$ cat config.mk
export PLATFORM = sky130hd
export DESIGN_NAME = stereo_vu_bargraph_slew
export DESIGN_NICKNAME = d
export VERILOG_FILES = /design/src/sv/svbs_pkg.sv /design/src/sv/svbs_row_gen.sv /design/src/sv/stereo_vu_bargraph_slew.sv
export VERILOG_INCLUDE_DIRS = /design/src /design/src/sv
export SDC_FILE = /design/constraint.sdc
export NUM_CORES = 1
export LEC_CHECK = 0
export BUFFER_PORTS_ARGS = -buffer_cell sky130_fd_sc_hd__buf_4
export CORE_MARGIN = 1.5
export CORE_UTILIZATION = 66
export DETAILED_ROUTE_END_ITERATION = 12
export PLACE_DENSITY_LB_ADDON = 0.25
export SLEW_MARGIN = 20
export SYNTH_ARGS = -nofsm -noshare
export SYNTH_HDL_FRONTEND = slang
export SYNTH_SLANG_ARGS = --single-unit
$ cat constraint.sdc
create_clock -name i_clk -period 13.8 [get_ports i_clk]
set_input_delay 2.76 -clock i_clk [delete_from_list [all_inputs] [get_ports i_clk]]
set_output_delay 2.76 -clock i_clk [all_outputs]
set_load 0.05 [all_outputs]
$ cat src/sv/stereo_vu_bargraph_slew_macros.svh
// Assertion macros shared by the stereo VU bargraph RTL.
// Included by svbs_row_gen, which has concurrent checks; no other dependencies.
`ifndef STEREO_VU_BARGRAPH_SLEW_MACROS_SVH
`define STEREO_VU_BARGRAPH_SLEW_MACROS_SVH

// Same-cycle implication, disabled while reset is held.
`define SVBS_ASSERT_IMP(lbl, clk, rst_n, ante, cons) \
    lbl: assert property (@(posedge clk) disable iff (!rst_n) (ante) |-> (cons)) \
        else $error("svbs assertion failed");

// Next-cycle implication, disabled while reset is held.
`define SVBS_ASSERT_NXT(lbl, clk, rst_n, ante, cons) \
    lbl: assert property (@(posedge clk) disable iff (!rst_n) (ante) |=> (cons)) \
        else $error("svbs assertion failed");

`endif

$ cat src/sv/svbs_pkg.sv
// Package for the stereo VU bargraph: field widths, defaults, codes and the
// job record passed from the level front end to the row sequencer.
package svbs_pkg;

    // Parameter defaults
    localparam int LEVEL_MAX_DEF   = 100;
    localparam int BAR_ROWS_DEF    = 8;
    localparam int THRESH_ROWS_DEF = 8;
    localparam int SCREEN_ROWS_DEF = 24;

    // Field widths
    localparam int LEVEL_IN_W = 16;
    localparam int COORD_W    = 6;
    localparam int GLYPH_W    = 4;
    localparam int COLOR_W    = 2;
    localparam int STEP_W     = 8;
    localparam int THR_W      = 4;
    localparam int CFG_IDX_W  = 2;
    localparam int CFG_DATA_W = 8;

    // Scaled level is at most 32 rows * 10 = 320
    localparam int SCALED_W = 9;

    localparam logic [GLYPH_W-1:0] GLYPH_FULL = 4'd10;

    // Register reset values
    localparam logic [STEP_W-1:0] RISE_RESET = 8'd20;
    localparam logic [STEP_W-1:0] FALL_RESET = 8'd10;
    localparam logic [THR_W-1:0]  WARN_RESET = 4'd5;
    localparam logic [THR_W-1:0]  CLIP_RESET = 4'd7;

    // Register indexes
    localparam logic [CFG_IDX_W-1:0] CFG_RISE_STEP  = 2'd0;
    localparam logic [CFG_IDX_W-1:0] CFG_FALL_STEP  = 2'd1;
    localparam logic [CFG_IDX_W-1:0] CFG_WARN_LEVEL = 2'd2;
    localparam logic [CFG_IDX_W-1:0] CFG_CLIP_LEVEL = 2'd3;

    // Input opcodes
    localparam logic OP_DRAW  = 1'b0;
    localparam logic OP_RESET = 1'b1;

    typedef enum logic [COLOR_W-1:0] {
        COLOR_NORMAL = 2'd0,
        COLOR_WARN   = 2'd1,
        COLOR_CLIP   = 2'd2
    } t_color;

    typedef struct packed {
        logic [SCALED_W-1:0] scaled_left;
        logic [SCALED_W-1:0] scaled_right;
        logic [COORD_W-1:0]  column;
        logic [COORD_W-1:0]  bottom_row;
    } t_job;

endpackage

$ cat src/sv/svbs_row_gen.sv
// Row sequencer: holds one draw job, registers one bar row per unstalled cycle.
// Depends on svbs_pkg and stereo_vu_bargraph_slew_macros.svh.
`include "stereo_vu_bargraph_slew_macros.svh"

module svbs_row_gen #(
    parameter int BAR_ROWS    = svbs_pkg::BAR_ROWS_DEF,
    parameter int THRESH_ROWS = svbs_pkg::THRESH_ROWS_DEF,
    parameter int SCREEN_ROWS = svbs_pkg::SCREEN_ROWS_DEF
) (
    input  logic                            i_clk,
    input  logic                            i_rst_n,
    input  logic                            i_load,
    input  svbs_pkg::t_job                  i_job,
    input  logic [svbs_pkg::THR_W-1:0]      i_warn_level,
    input  logic [svbs_pkg::THR_W-1:0]      i_clip_level,
    output logic                            o_ready,
    output logic                            o_out_valid,
    input  logic                            i_out_stall,
    output logic [svbs_pkg::COORD_W-1:0]    o_screen_row,
    output logic [svbs_pkg::COORD_W-1:0]    o_column,
    output logic [svbs_pkg::GLYPH_W-1:0]    o_left_glyph,
    output logic [svbs_pkg::GLYPH_W-1:0]    o_right_glyph,
    output logic [svbs_pkg::COLOR_W-1:0]    o_row_color,
    output logic                            o_last
);

    localparam int IDX_W = (BAR_ROWS > 1) ? $clog2(BAR_ROWS) : 1;
    localparam int DW    = svbs_pkg::SCALED_W + 1;
    localparam int RW    = svbs_pkg::COORD_W + 1;

    // Threshold row per bar row, fixed at elaboration
    logic [svbs_pkg::THR_W-1:0] t_tab [BAR_ROWS];

    for (genvar g = 0; g < BAR_ROWS; g++) begin : g_thr
        localparam int TV = (g * THRESH_ROWS) / BAR_ROWS;
        assign t_tab[g] = svbs_pkg::THR_W'(TV);
    end

    logic                              r_job_valid;
    svbs_pkg::t_job                    r_job;
    logic [IDX_W-1:0]                  r_idx;

    logic                              r_out_valid;
    logic [svbs_pkg::COORD_W-1:0]      r_screen_row;
    logic [svbs_pkg::COORD_W-1:0]      r_column;
    logic [svbs_pkg::GLYPH_W-1:0]      r_left_glyph;
    logic [svbs_pkg::GLYPH_W-1:0]      r_right_glyph;
    svbs_pkg::t_color                  r_row_color;
    logic                              r_last;

    logic                              emit;
    logic                              row_last;
    logic [RW-1:0]                     row_sum;
    logic [DW-1:0]                     ten_row;
    logic [svbs_pkg::GLYPH_W-1:0]      n_left_glyph;
    logic [svbs_pkg::GLYPH_W-1:0]      n_right_glyph;
    logic [svbs_pkg::THR_W-1:0]        thr;
    svbs_pkg::t_color                  n_row_color;

    function automatic logic [svbs_pkg::GLYPH_W-1:0] fill(
        input logic [svbs_pkg::SCALED_W-1:0] sc,
        input logic [DW-1:0]                 base
    );
        logic [DW-1:0] d;
        d = DW'(sc) - base;
        if (DW'(sc) < base) begin
            return '0;
        end else if (d > DW'(svbs_pkg::GLYPH_FULL)) begin
            return svbs_pkg::GLYPH_FULL;
        end
        return d[svbs_pkg::GLYPH_W-1:0];
    endfunction

    always_comb begin
        emit     = r_job_valid && (!r_out_valid || !i_out_stall);
        row_sum  = RW'(r_job.bottom_row) + RW'(r_idx);
        // stop at the last bar row or at the top of the screen
        row_last = (r_idx == IDX_W'(BAR_ROWS - 1)) ||
                   ((row_sum + RW'(1)) >= RW'(SCREEN_ROWS));
        ten_row  = DW'(r_idx) * DW'(svbs_pkg::GLYPH_FULL);
        n_left_glyph  = fill(r_job.scaled_left, ten_row);
        n_right_glyph = fill(r_job.scaled_right, ten_row);
        thr = t_tab[r_idx];
        if (thr >= i_clip_level) begin
            n_row_color = svbs_pkg::COLOR_CLIP;
        end else if (thr > i_warn_level) begin
            n_row_color = svbs_pkg::COLOR_WARN;
        end else begin
            n_row_color = svbs_pkg::COLOR_NORMAL;
        end
    end

    assign o_ready = !r_job_valid || (emit && row_last);

    always_ff @(posedge i_clk) begin
        if (!i_rst_n) begin
            r_job_valid <= 1'b0;
            r_idx       <= '0;
            r_out_valid <= 1'b0;
        end else begin
            if (i_load) begin
                r_job_valid <= 1'b1;
                r_job       <= i_job;
                r_idx       <= '0;
            end else if (emit) begin
                if (row_last) begin
                    r_job_valid <= 1'b0;
                end else begin
                    r_idx <= r_idx + IDX_W'(1);
                end
            end

            if (emit) begin
                r_out_valid   <= 1'b1;
                r_screen_row  <= row_sum[svbs_pkg::COORD_W-1:0];
                r_column      <= r_job.column;
                r_left_glyph  <= n_left_glyph;
                r_right_glyph <= n_right_glyph;
                r_row_color   <= n_row_color;
                r_last        <= row_last;
            end else if (!i_out_stall) begin
                r_out_valid <= 1'b0;
            end
        end
    end

    assign o_out_valid   = r_out_valid;
    assign o_screen_row  = r_screen_row;
    assign o_column      = r_column;
    assign o_left_glyph  = r_left_glyph;
    assign o_right_glyph = r_right_glyph;
    assign o_row_color   = svbs_pkg::COLOR_W'(r_row_color);
    assign o_last        = r_last;

    `SVBS_ASSERT_IMP(a_load_when_free, i_clk, i_rst_n, i_load, (!r_job_valid || (emit && row_last)))
    `SVBS_ASSERT_NXT(a_job_held, i_clk, i_rst_n, r_job_valid && !row_last && !i_load, r_job_valid && $stable(r_job))
    `SVBS_ASSERT_IMP(a_row_on_screen, i_clk, i_rst_n, r_out_valid, RW'(r_screen_row) < RW'(SCREEN_ROWS))
    `SVBS_ASSERT_IMP(a_glyph_range, i_clk, i_rst_n, r_out_valid, (r_left_glyph <= svbs_pkg::GLYPH_FULL) && (r_right_glyph <= svbs_pkg::GLYPH_FULL))

endmodule

$ cat src/sv/stereo_vu_bargraph_slew.sv
// Stereo VU bargraph with attack/release slew limiting: top level.
// Depends on svbs_pkg and svbs_row_gen.
//
// A draw item is clamped, slew-limited against the stored levels and scaled
// in the cycle it is accepted; the row sequencer then puts out one bar row per
// cycle while the output is not stalled, for each row the item shows (up to
// BAR_ROWS, fewer near the top of the screen). The next item is taken in the
// same cycle the previous item's last row leaves the sequencer, and a reset
// item or a draw item with no row on screen does not load the sequencer. An
// accepted item is held in the job register and its rows pass through the
// output register. Configuration writes take effect at the next clock edge.
module stereo_vu_bargraph_slew #(
    parameter int LEVEL_MAX   = svbs_pkg::LEVEL_MAX_DEF,
    parameter int BAR_ROWS    = svbs_pkg::BAR_ROWS_DEF,
    parameter int THRESH_ROWS = svbs_pkg::THRESH_ROWS_DEF,
    parameter int SCREEN_ROWS = svbs_pkg::SCREEN_ROWS_DEF
) (
    input  logic                                  i_clk,
    input  logic                                  i_rst_n,
    input  logic                                  i_cfg_we,
    input  logic [svbs_pkg::CFG_IDX_W-1:0]        i_cfg_idx,
    input  logic [svbs_pkg::CFG_DATA_W-1:0]       i_cfg_data,
    input  logic                                  i_in_valid,
    output logic                                  o_in_stall,
    input  logic                                  i_opcode,
    input  logic signed [svbs_pkg::LEVEL_IN_W-1:0] i_left_level,
    input  logic signed [svbs_pkg::LEVEL_IN_W-1:0] i_right_level,
    input  logic [svbs_pkg::COORD_W-1:0]          i_bar_column,
    input  logic [svbs_pkg::COORD_W-1:0]          i_bottom_row,
    output logic                                  o_out_valid,
    input  logic                                  i_out_stall,
    output logic [svbs_pkg::COORD_W-1:0]          o_screen_row,
    output logic [svbs_pkg::COORD_W-1:0]          o_column,
    output logic [svbs_pkg::GLYPH_W-1:0]          o_left_glyph,
    output logic [svbs_pkg::GLYPH_W-1:0]          o_right_glyph,
    output logic [svbs_pkg::COLOR_W-1:0]          o_row_color,
    output logic                                  o_last
);

    localparam int LVL_W = $clog2(LEVEL_MAX + 1);
    localparam int SW    = ((LVL_W > svbs_pkg::STEP_W) ? LVL_W : svbs_pkg::STEP_W) + 1;
    localparam int IW    = svbs_pkg::LEVEL_IN_W - 1;
    // level * BAR_ROWS * 10 / LEVEL_MAX as one multiply by a rounded-up
    // reciprocal; 2^SHIFT >= (LEVEL_MAX+1)^2 keeps the floor exact.
    localparam int SHIFT = 2 * LVL_W;
    localparam longint unsigned SCALE_K = longint'(BAR_ROWS) * 10;
    localparam longint unsigned MUL =
        ((SCALE_K << SHIFT) + longint'(LEVEL_MAX) - 1) / longint'(LEVEL_MAX);
    localparam int MUL_W = $clog2(MUL + 1);
    localparam int P_W   = LVL_W + MUL_W;
    localparam int RW    = svbs_pkg::COORD_W + 1;

    logic [svbs_pkg::STEP_W-1:0] r_rise_step;
    logic [svbs_pkg::STEP_W-1:0] r_fall_step;
    logic [svbs_pkg::THR_W-1:0]  r_warn_level;
    logic [svbs_pkg::THR_W-1:0]  r_clip_level;
    logic [LVL_W-1:0]            r_prev_left;
    logic [LVL_W-1:0]            r_prev_right;

    logic                        ready;
    logic                        accept;
    logic                        load;
    logic [LVL_W-1:0]            n_left;
    logic [LVL_W-1:0]            n_right;
    svbs_pkg::t_job              job;

    function automatic logic [LVL_W-1:0] clamp_lvl(
        input logic signed [svbs_pkg::LEVEL_IN_W-1:0] req
    );
        if (req[svbs_pkg::LEVEL_IN_W-1]) begin
            return '0;
        end else if (req[IW-1:0] > IW'(LEVEL_MAX)) begin
            return LVL_W'(LEVEL_MAX);
        end
        return req[LVL_W-1:0];
    endfunction

    function automatic logic [LVL_W-1:0] slew(
        input logic [LVL_W-1:0]           v,
        input logic [LVL_W-1:0]           prev,
        input logic [svbs_pkg::STEP_W-1:0] rise,
        input logic [svbs_pkg::STEP_W-1:0] fall
    );
        logic [SW-1:0] up;
        logic [SW-1:0] dn;
        up = SW'(prev) + SW'(rise);
        dn = SW'(prev) - SW'(fall);
        if (SW'(v) > up) begin
            return up[LVL_W-1:0];
        end else if ((SW'(v) + SW'(fall)) < SW'(prev)) begin
            return dn[LVL_W-1:0];
        end
        return v;
    endfunction

    function automatic logic [svbs_pkg::SCALED_W-1:0] scale(input logic [LVL_W-1:0] lv);
        logic [P_W-1:0] p;
        p = P_W'(lv) * P_W'(MUL);
        return svbs_pkg::SCALED_W'(p >> SHIFT);
    endfunction

    always_comb begin
        accept  = i_in_valid && ready;
        n_left  = slew(clamp_lvl(i_left_level), r_prev_left, r_rise_step, r_fall_step);
        n_right = slew(clamp_lvl(i_right_level), r_prev_right, r_rise_step, r_fall_step);
        // a draw item whose first row is off screen only updates the levels
        load    = accept && (i_opcode == svbs_pkg::OP_DRAW) &&
                  (RW'(i_bottom_row) < RW'(SCREEN_ROWS));
        job.scaled_left  = scale(n_left);
        job.scaled_right = scale(n_right);
        job.column       = i_bar_column;
        job.bottom_row   = i_bottom_row;
    end

    assign o_in_stall = !ready;

    always_ff @(posedge i_clk) begin
        if (!i_rst_n) begin
            r_rise_step  <= svbs_pkg::RISE_RESET;
            r_fall_step  <= svbs_pkg::FALL_RESET;
            r_warn_level <= svbs_pkg::WARN_RESET;
            r_clip_level <= svbs_pkg::CLIP_RESET;
            r_prev_left  <= '0;
            r_prev_right <= '0;
        end else begin
            if (i_cfg_we) begin
                case (i_cfg_idx)
                    svbs_pkg::CFG_RISE_STEP: begin
                        r_rise_step <= i_cfg_data;
                    end
                    svbs_pkg::CFG_FALL_STEP: begin
                        r_fall_step <= i_cfg_data;
                    end
                    svbs_pkg::CFG_WARN_LEVEL: begin
                        r_warn_level <= i_cfg_data[svbs_pkg::THR_W-1:0];
                    end
                    svbs_pkg::CFG_CLIP_LEVEL: begin
                        r_clip_level <= i_cfg_data[svbs_pkg::THR_W-1:0];
                    end
                    default: begin
                    end
                endcase
            end
            if (accept) begin
                if (i_opcode == svbs_pkg::OP_RESET) begin
                    r_prev_left  <= '0;
                    r_prev_right <= '0;
                end else begin
                    r_prev_left  <= n_left;
                    r_prev_right <= n_right;
                end
            end
        end
    end

    svbs_row_gen #(
        .BAR_ROWS    (BAR_ROWS),
        .THRESH_ROWS (THRESH_ROWS),
        .SCREEN_ROWS (SCREEN_ROWS)
    ) u_row_gen (
        .i_clk         (i_clk),
        .i_rst_n       (i_rst_n),
        .i_load        (load),
        .i_job         (job),
        .i_warn_level  (r_warn_level),
        .i_clip_level  (r_clip_level),
        .o_ready       (ready),
        .o_out_valid   (o_out_valid),
        .i_out_stall   (i_out_stall),
        .o_screen_row  (o_screen_row),
        .o_column      (o_column),
        .o_left_glyph  (o_left_glyph),
        .o_right_glyph (o_right_glyph),
        .o_row_color   (o_row_color),
        .o_last        (o_last)
    );

endmodule
Word-level counts from Yosys, hierarchy flattened
Memory sizes are Yosys's and may differ from the RTL's. Index checks and enable logic that the tools add are counted.

Flip-flop bits (word level): 92. Latch bits: 0. RAM bits: 0. Memory bits (read-only): 32. Bits of input ports: 60. Output and inout port bits: 25. Word-level logic and storage cells: 122. Memories: 1.

Memories: (name not given) (depth 8, bits a word 4, rd ports 1, clocked after memory_dff 0, wr ports 0, line svbs_row_gen.sv:83) `thr = t_tab[r_idx];`.

Add/sub/neg operators: 11. Multipliers: 3. Divide/modulo/power cells: 0. Order comparisons: 15. Equality and inequality tests: 5. Shifts and indexed selects: 0. Muxes and demuxes: 40. Bitwise gates (word level): 4. Reductions and logical operators: 24.

Operators with widths (number): $mux W7 (14); $mul A7 B12 Y19 const B (2); $add A7 B8 Y9 (4); $mux W4 (8); $gt A15 B7 Y1 const B (2); $gt A10 B4 Y1 const B (2); $gt A7 B9 Y1 (2); $lt A9 B7 Y1 (2); $mux W1 (18); $reduce_and A2 Y1 (8); $sub A7 B7 Y8 (2); $lt A7 B7 Y1 (2); $sub A7 B7 Y7 (2); $add A6 B3 Y7 (1); $add A7 B1 Y7 const B (1); $ge A7 B5 Y1 const B (1); $lt A6 B5 Y1 const B (1); $mul A3 B3 Y6 const B (1); $logic_and A1 B1 Y1 (5); $eq A2 B2 Y1 const B (2); $ge A4 B4 Y1 (1); $ge A4 B4 Y1 const B (1); $gt A4 B4 Y1 (1); $logic_not A1 Y1 (4); 10 further kinds (15).

Longest topological paths before layout
Word-level depth: 11. Mapped depth: 40. Depth with buffers taken out: 40.

Modules after synthesis
Synthesis repeated with hierarchy kept, for this count alone.

Cell total of the unflattened synthesis: 998. Area, all modules: 9560.4 um2.

Modules (own cells, without submodules): stereo_vu_bargraph_slew (times used 1, cells each 776, area an instance 6686.4 um2, seq. area each 760.7 um2); svbs_row_gen (times used 1, cells each 222, area an instance 2874.0 um2, seq. area each 1691.6 um2).

Worst setup path before layout
OpenSTA, ideal clock, no wires.

Path type: input to register. Start point: in i_left_level[12] (netlist bit). End point: reg u_row_gen.r_job[27] (netlist bit) (data pin). Library setup time: 0.258 ns. Arrival: 9.768 ns. Data required time: 13.542 ns. Slack: 3.774 ns. Cell stages on the path: 36. Path buffers: 0. Cells stage by stage: nor4_1 -> and3_1 -> and3_1 -> ha_1 -> a21o_1 -> a21o_1 -> a21oi_1 -> maj3_1 -> xnor2_1 -> ha_1 -> a21o_1 -> a211oi_1 -> o21ai_0 -> a21oi_4 -> mux2i_1 -> mux2i_1 -> ha_1 -> inv_1 -> fa_1 -> inv_1 -> ha_1 -> inv_1 -> fa_1 -> inv_1 -> ha_1 -> a21o_1 -> a21o_1 -> a21oi_1 -> nor2b_1 -> o21ai_0 -> nand2b_1 -> a221oi_1 -> o31a_1 -> o2111ai_1 -> a21oi_1 -> xnor2_1.

RTL lines: start: declaration (line stereo_vu_bargraph_slew.sv:26) `input logic signed [svbs_pkg::LEVEL_IN_W-1:0] i_left_level,`; end signal: assignment (line svbs_row_gen.sv:103) `r_job <= i_job;`; end: declaration (line svbs_row_gen.sv:40) `svbs_pkg::t_job r_job;`.

==> flow_summary.json <==
{
  "run_status": "finished, final reports clean",
  "wl_per_cell_um": 17.3,
  "drt_first_pass_iters": 5,
  "clock_power_share_pct": 11.5,
  "die_area_sq_mm": 0.0146,
  "post-route-period-util_pct": 78.5,
  "cellPowerDensity_mw_per_mm2": 202,
  "synth_edf_count": 49,
  "synth_xor_area_share_pct": 5.28,
  "crit_required_ps": 13900,
  "fin_nets": 1300,
  "drt_iter0_markers": 434,
  "ys_types": 71,
  "finalSetupViolations": 0,
  "synthMuxAreaShare_pct": 5.80,
  "critPathLaunchType": "primary input",
  "cp-end-kind": "flop",
  "critPathSlowestCell": "fa_1",
  "ys_ff_latch": 92,
  "wirelength_mm": 21.0,
  "yosysWarnings": 0,
  "syn_inst": 954,
  "rows": 42,
  "cts_buffers": 9,
  "ant_nets": 0,
  "path_buf_inv": 5,
  "die_h_um": 121,
  "fin_crit_ps": 10840,
  "synth_compound_area_share_pct": 15.6,
  "internal-power_uw": 1110,
  "cts_resized": 0,
  "synth-simple-area-share_pct": 11.7,
  "ys_seq_area_share_pct": 25.5,
  "core_sq_mm": 0.0133,
  "utilization_pct": 76.5,
  "hp-start": "u_row_gen.r_job[11]$_DFFE_PP_",
  "clock-sinks": 92,
  "avgSynthCellArea_sq_um": 9.57,
  "die_w_um": 121,
  "drc": 0,
  "irDropWorstVdd_mv": 0.309,
  "synth_top_family_by_area": "adder cells",
  "netlist_area_sq_mm": 0.00913,
  "syn_nets": 1217,
  "r2r-start": "r_rise_step[0]$_SDFFE_PN0P_",
  "port_buffers": 84,
  "synthFlopType": "edfxtp_1",
  "grt_max_degree": 31,
  "rsz0062_at_grt": "false",
  "antenna_found_initial": 0,
  "p_sw_share_pct": 46.1,
  "seq_power_share_pct": 17.6,
  "cts_setup_buffers": 0,
  "htreeDepth": 3,
  "place.gp.congestion": 0.943,
  "vias": 7322,
  "maxCapViolCount": 0,
  "grt_pass1_vias": 7205,
  "max_clock_freq_mhz": 92.3,
  "io_pins": 85,
  "track_usage_pct": 29.6,
  "worst_slew_pin_slew_ps": 1140,
  "stdcell_count": 1218,
  "dp_hpwl_mm": 16.9,
  "clock_path_buffers": 2,
  "hold_viol": 0,
  "switching_power_uw": 949,
  "arrival_ps": 10940,
  "path_delay_family": "compound AO/OA/AOI/OAI gates",
  "clk-insertion-delay-late_ps": 350,
  "critPathMaxFanout": 9,
  "dp.cells": 1202,
  "leakage_uw": 0.00503,
  "cp-startpoint": "i_left_level[12]",
  "cts_root_buffer": "clkbuf_16",
  "grt_pass1_wl_mm": 34.1,
  "synth_adder_area_share_pct": 30.5,
  "fin_skew_ps": 8.82,
  "via_per_inst": 6.01,
  "clkTransAtPathRegs_ps": 70,
  "diodes": 0,
  "cts_tree": "built",
  "overflow": 0,
  "combPwrFrac_pct": 70.9,
  "hold_buffers": 0,
  "max_slew_margin_pct": 23.9,
  "async_flop_share_pct": 0,
  "layout_common_cells": "ha_1, inv_1, buf_4",
  "finalSetupTns_ps": 0,
  "final_common_cell": "ha_1",
  "syn_to_final_growth_pct": 11.8,
  "crit_path_frequent_cell": "ha_1",
  "start_util_pct": 68.4,
  "drive_gt1_share_pct": 12.7,
  "hold_class": "reg -> reg",
  "worstSetupPathType": "in -> reg",
  "slew_violations": 0,
  "cp_slowest_stage_delay_ps": 540
}
## cells in the mapped netlist, drive strengths merged, types with 3 or more instances
master	n	area [sq um]
nand4	7	43.8
or3	6	37.5
a31oi	11	83.8
a21oi	64	347
nor3	10	50.1
or2	4	25.0
a211oi	8	60.1
maj3	3	30.0
a21boi	7	56.3
and4	4	35.0
o21ai	25	133
xnor2	35	307
and3	8	50.1
nor4b	3	26.3
edfxtp	49	1470
nand2	37	139
and2	10	62.6
or4	5	48.8
xor2	20	175
o211ai	7	52.6
ha	174	2180
nand3	15	75.1
nor2	77	289
nor4	3	25.0
nor2b	6	37.5
nand3b	3	22.5
dfxtp	43	861
nand2b	10	62.6
a21o	38	285
inv	114	428
mux2i	45	450
clkbuf	9	33.8
fa	29	581
a22oi	14	105
mux2	7	78.8
buf	6	41.3
o21bai	5	37.5
o21a	6	45.0
## power groups by stage
| stage | logic [uW] | registers, uW | clock network [uW] |
|---|---|---|---|
| final | 1460 | 363 | 237 |
| after global routing | 1670 | 364 | 249 |
| after CTS | 1460 | 362 | 237 |
| after detailed placement | 1440 | 368 | 0 |
| after global placement | 1380 | 367 | 0 |
| after floorplan | 1120 | 365 | 0 |
## metal layers
layer / part of all wire, % / vias to the layer above / wire length, um / GRT usage (%)
li1: - / 3581 / - / -
met1: 44 / 3481 / 9300 / 37.6
met2: 49 / 224 / 10200 / 51.9
met3: 4.9 / 36 / 1030 / 3.96
met4: 2.2 / 0 / 466 / 10.2
met5: 0 / - / 0 / 0
## per-stage QoR
| stage | area (sq um) | hold WS (ps) | power (uW) | setup WS (ps) |
|---|---|---|---|---|
| after global placement | 9930 | 401 | 1740 | 3060 |
| after floorplan | 9130 | 400 | 1480 | 3770 |
| after CTS | 10200 | 420 | 2060 | 3060 |
| final | 10200 | 420 | 2060 | 2960 |
| after global routing | 10200 | 428 | 2290 | 2440 |
| after detailed placement | 9930 | 405 | 1800 | 2750 |
## kinds of logic after synthesis
group | after synthesis
adders and majority gates | 206
xor gates and xnor gates | 55
buffers and inverters | 129
muxes | 52
AOI/OAI and AO/OA | 207
DFF | 92
and+or+nand+nor | 213
## worst register-to-register path, delay by kind of cell (launching register included)
kind	cells	cell delay (ps)
AOI/OAI and AO/OA	14	2740
xor gates and xnor gates	2	300
adders and majority gates	8	2830
buffers and inverters	4	220
DFF	1	370
muxes	1	600
and+or+nand+nor	5	1060
## worst paths after layout
path                            depth (start not counted)  slack, ps                         endpoint
worst max-delay path                                   36       2960    u_row_gen.r_job[27]$_DFFE_PP_
worst min-delay path                                    0        420  u_row_gen.o_column[5]$_DFFE_PP_
worst min register to register                          0        420  u_row_gen.o_column[5]$_DFFE_PP_
worst max register to register                         34       5440    u_row_gen.r_job[27]$_DFFE_PP_
## cell type report
| class | instances | area (sq um) |
|---|---|---|
| multi-input cells | 733 | 6300 |
| fillers | 965 | 3140 |
| flip-flops and latches | 92 | 2330 |
| repair buffers | 87 | 653 |
| inverters | 114 | 428 |
| clock buffers | 11 | 246 |
| well taps | 176 | 220 |
| clock inverters | 5 | 33.8 |
## state kept, by name, summed over array words and instances, names as in the netlist
| name | flops |
|---|---|
| u_row_gen.r_job | 26 |
| r_fall_step | 8 |
| r_rise_step | 8 |
| r_prev_left | 7 |
| r_prev_right | 7 |
| u_row_gen.o_column | 6 |
| u_row_gen.o_screen_row | 6 |
| r_clip_level | 4 |
| r_warn_level | 4 |
| u_row_gen.o_left_glyph | 4 |
| u_row_gen.o_right_glyph | 4 |
| u_row_gen.r_idx | 3 |
| u_row_gen.o_row_color | 2 |
| u_row_gen.o_last | 1 |
| u_row_gen.o_out_valid | 1 |
| u_row_gen.r_job_valid | 1 |
Power figures use the tool's default switching activity.
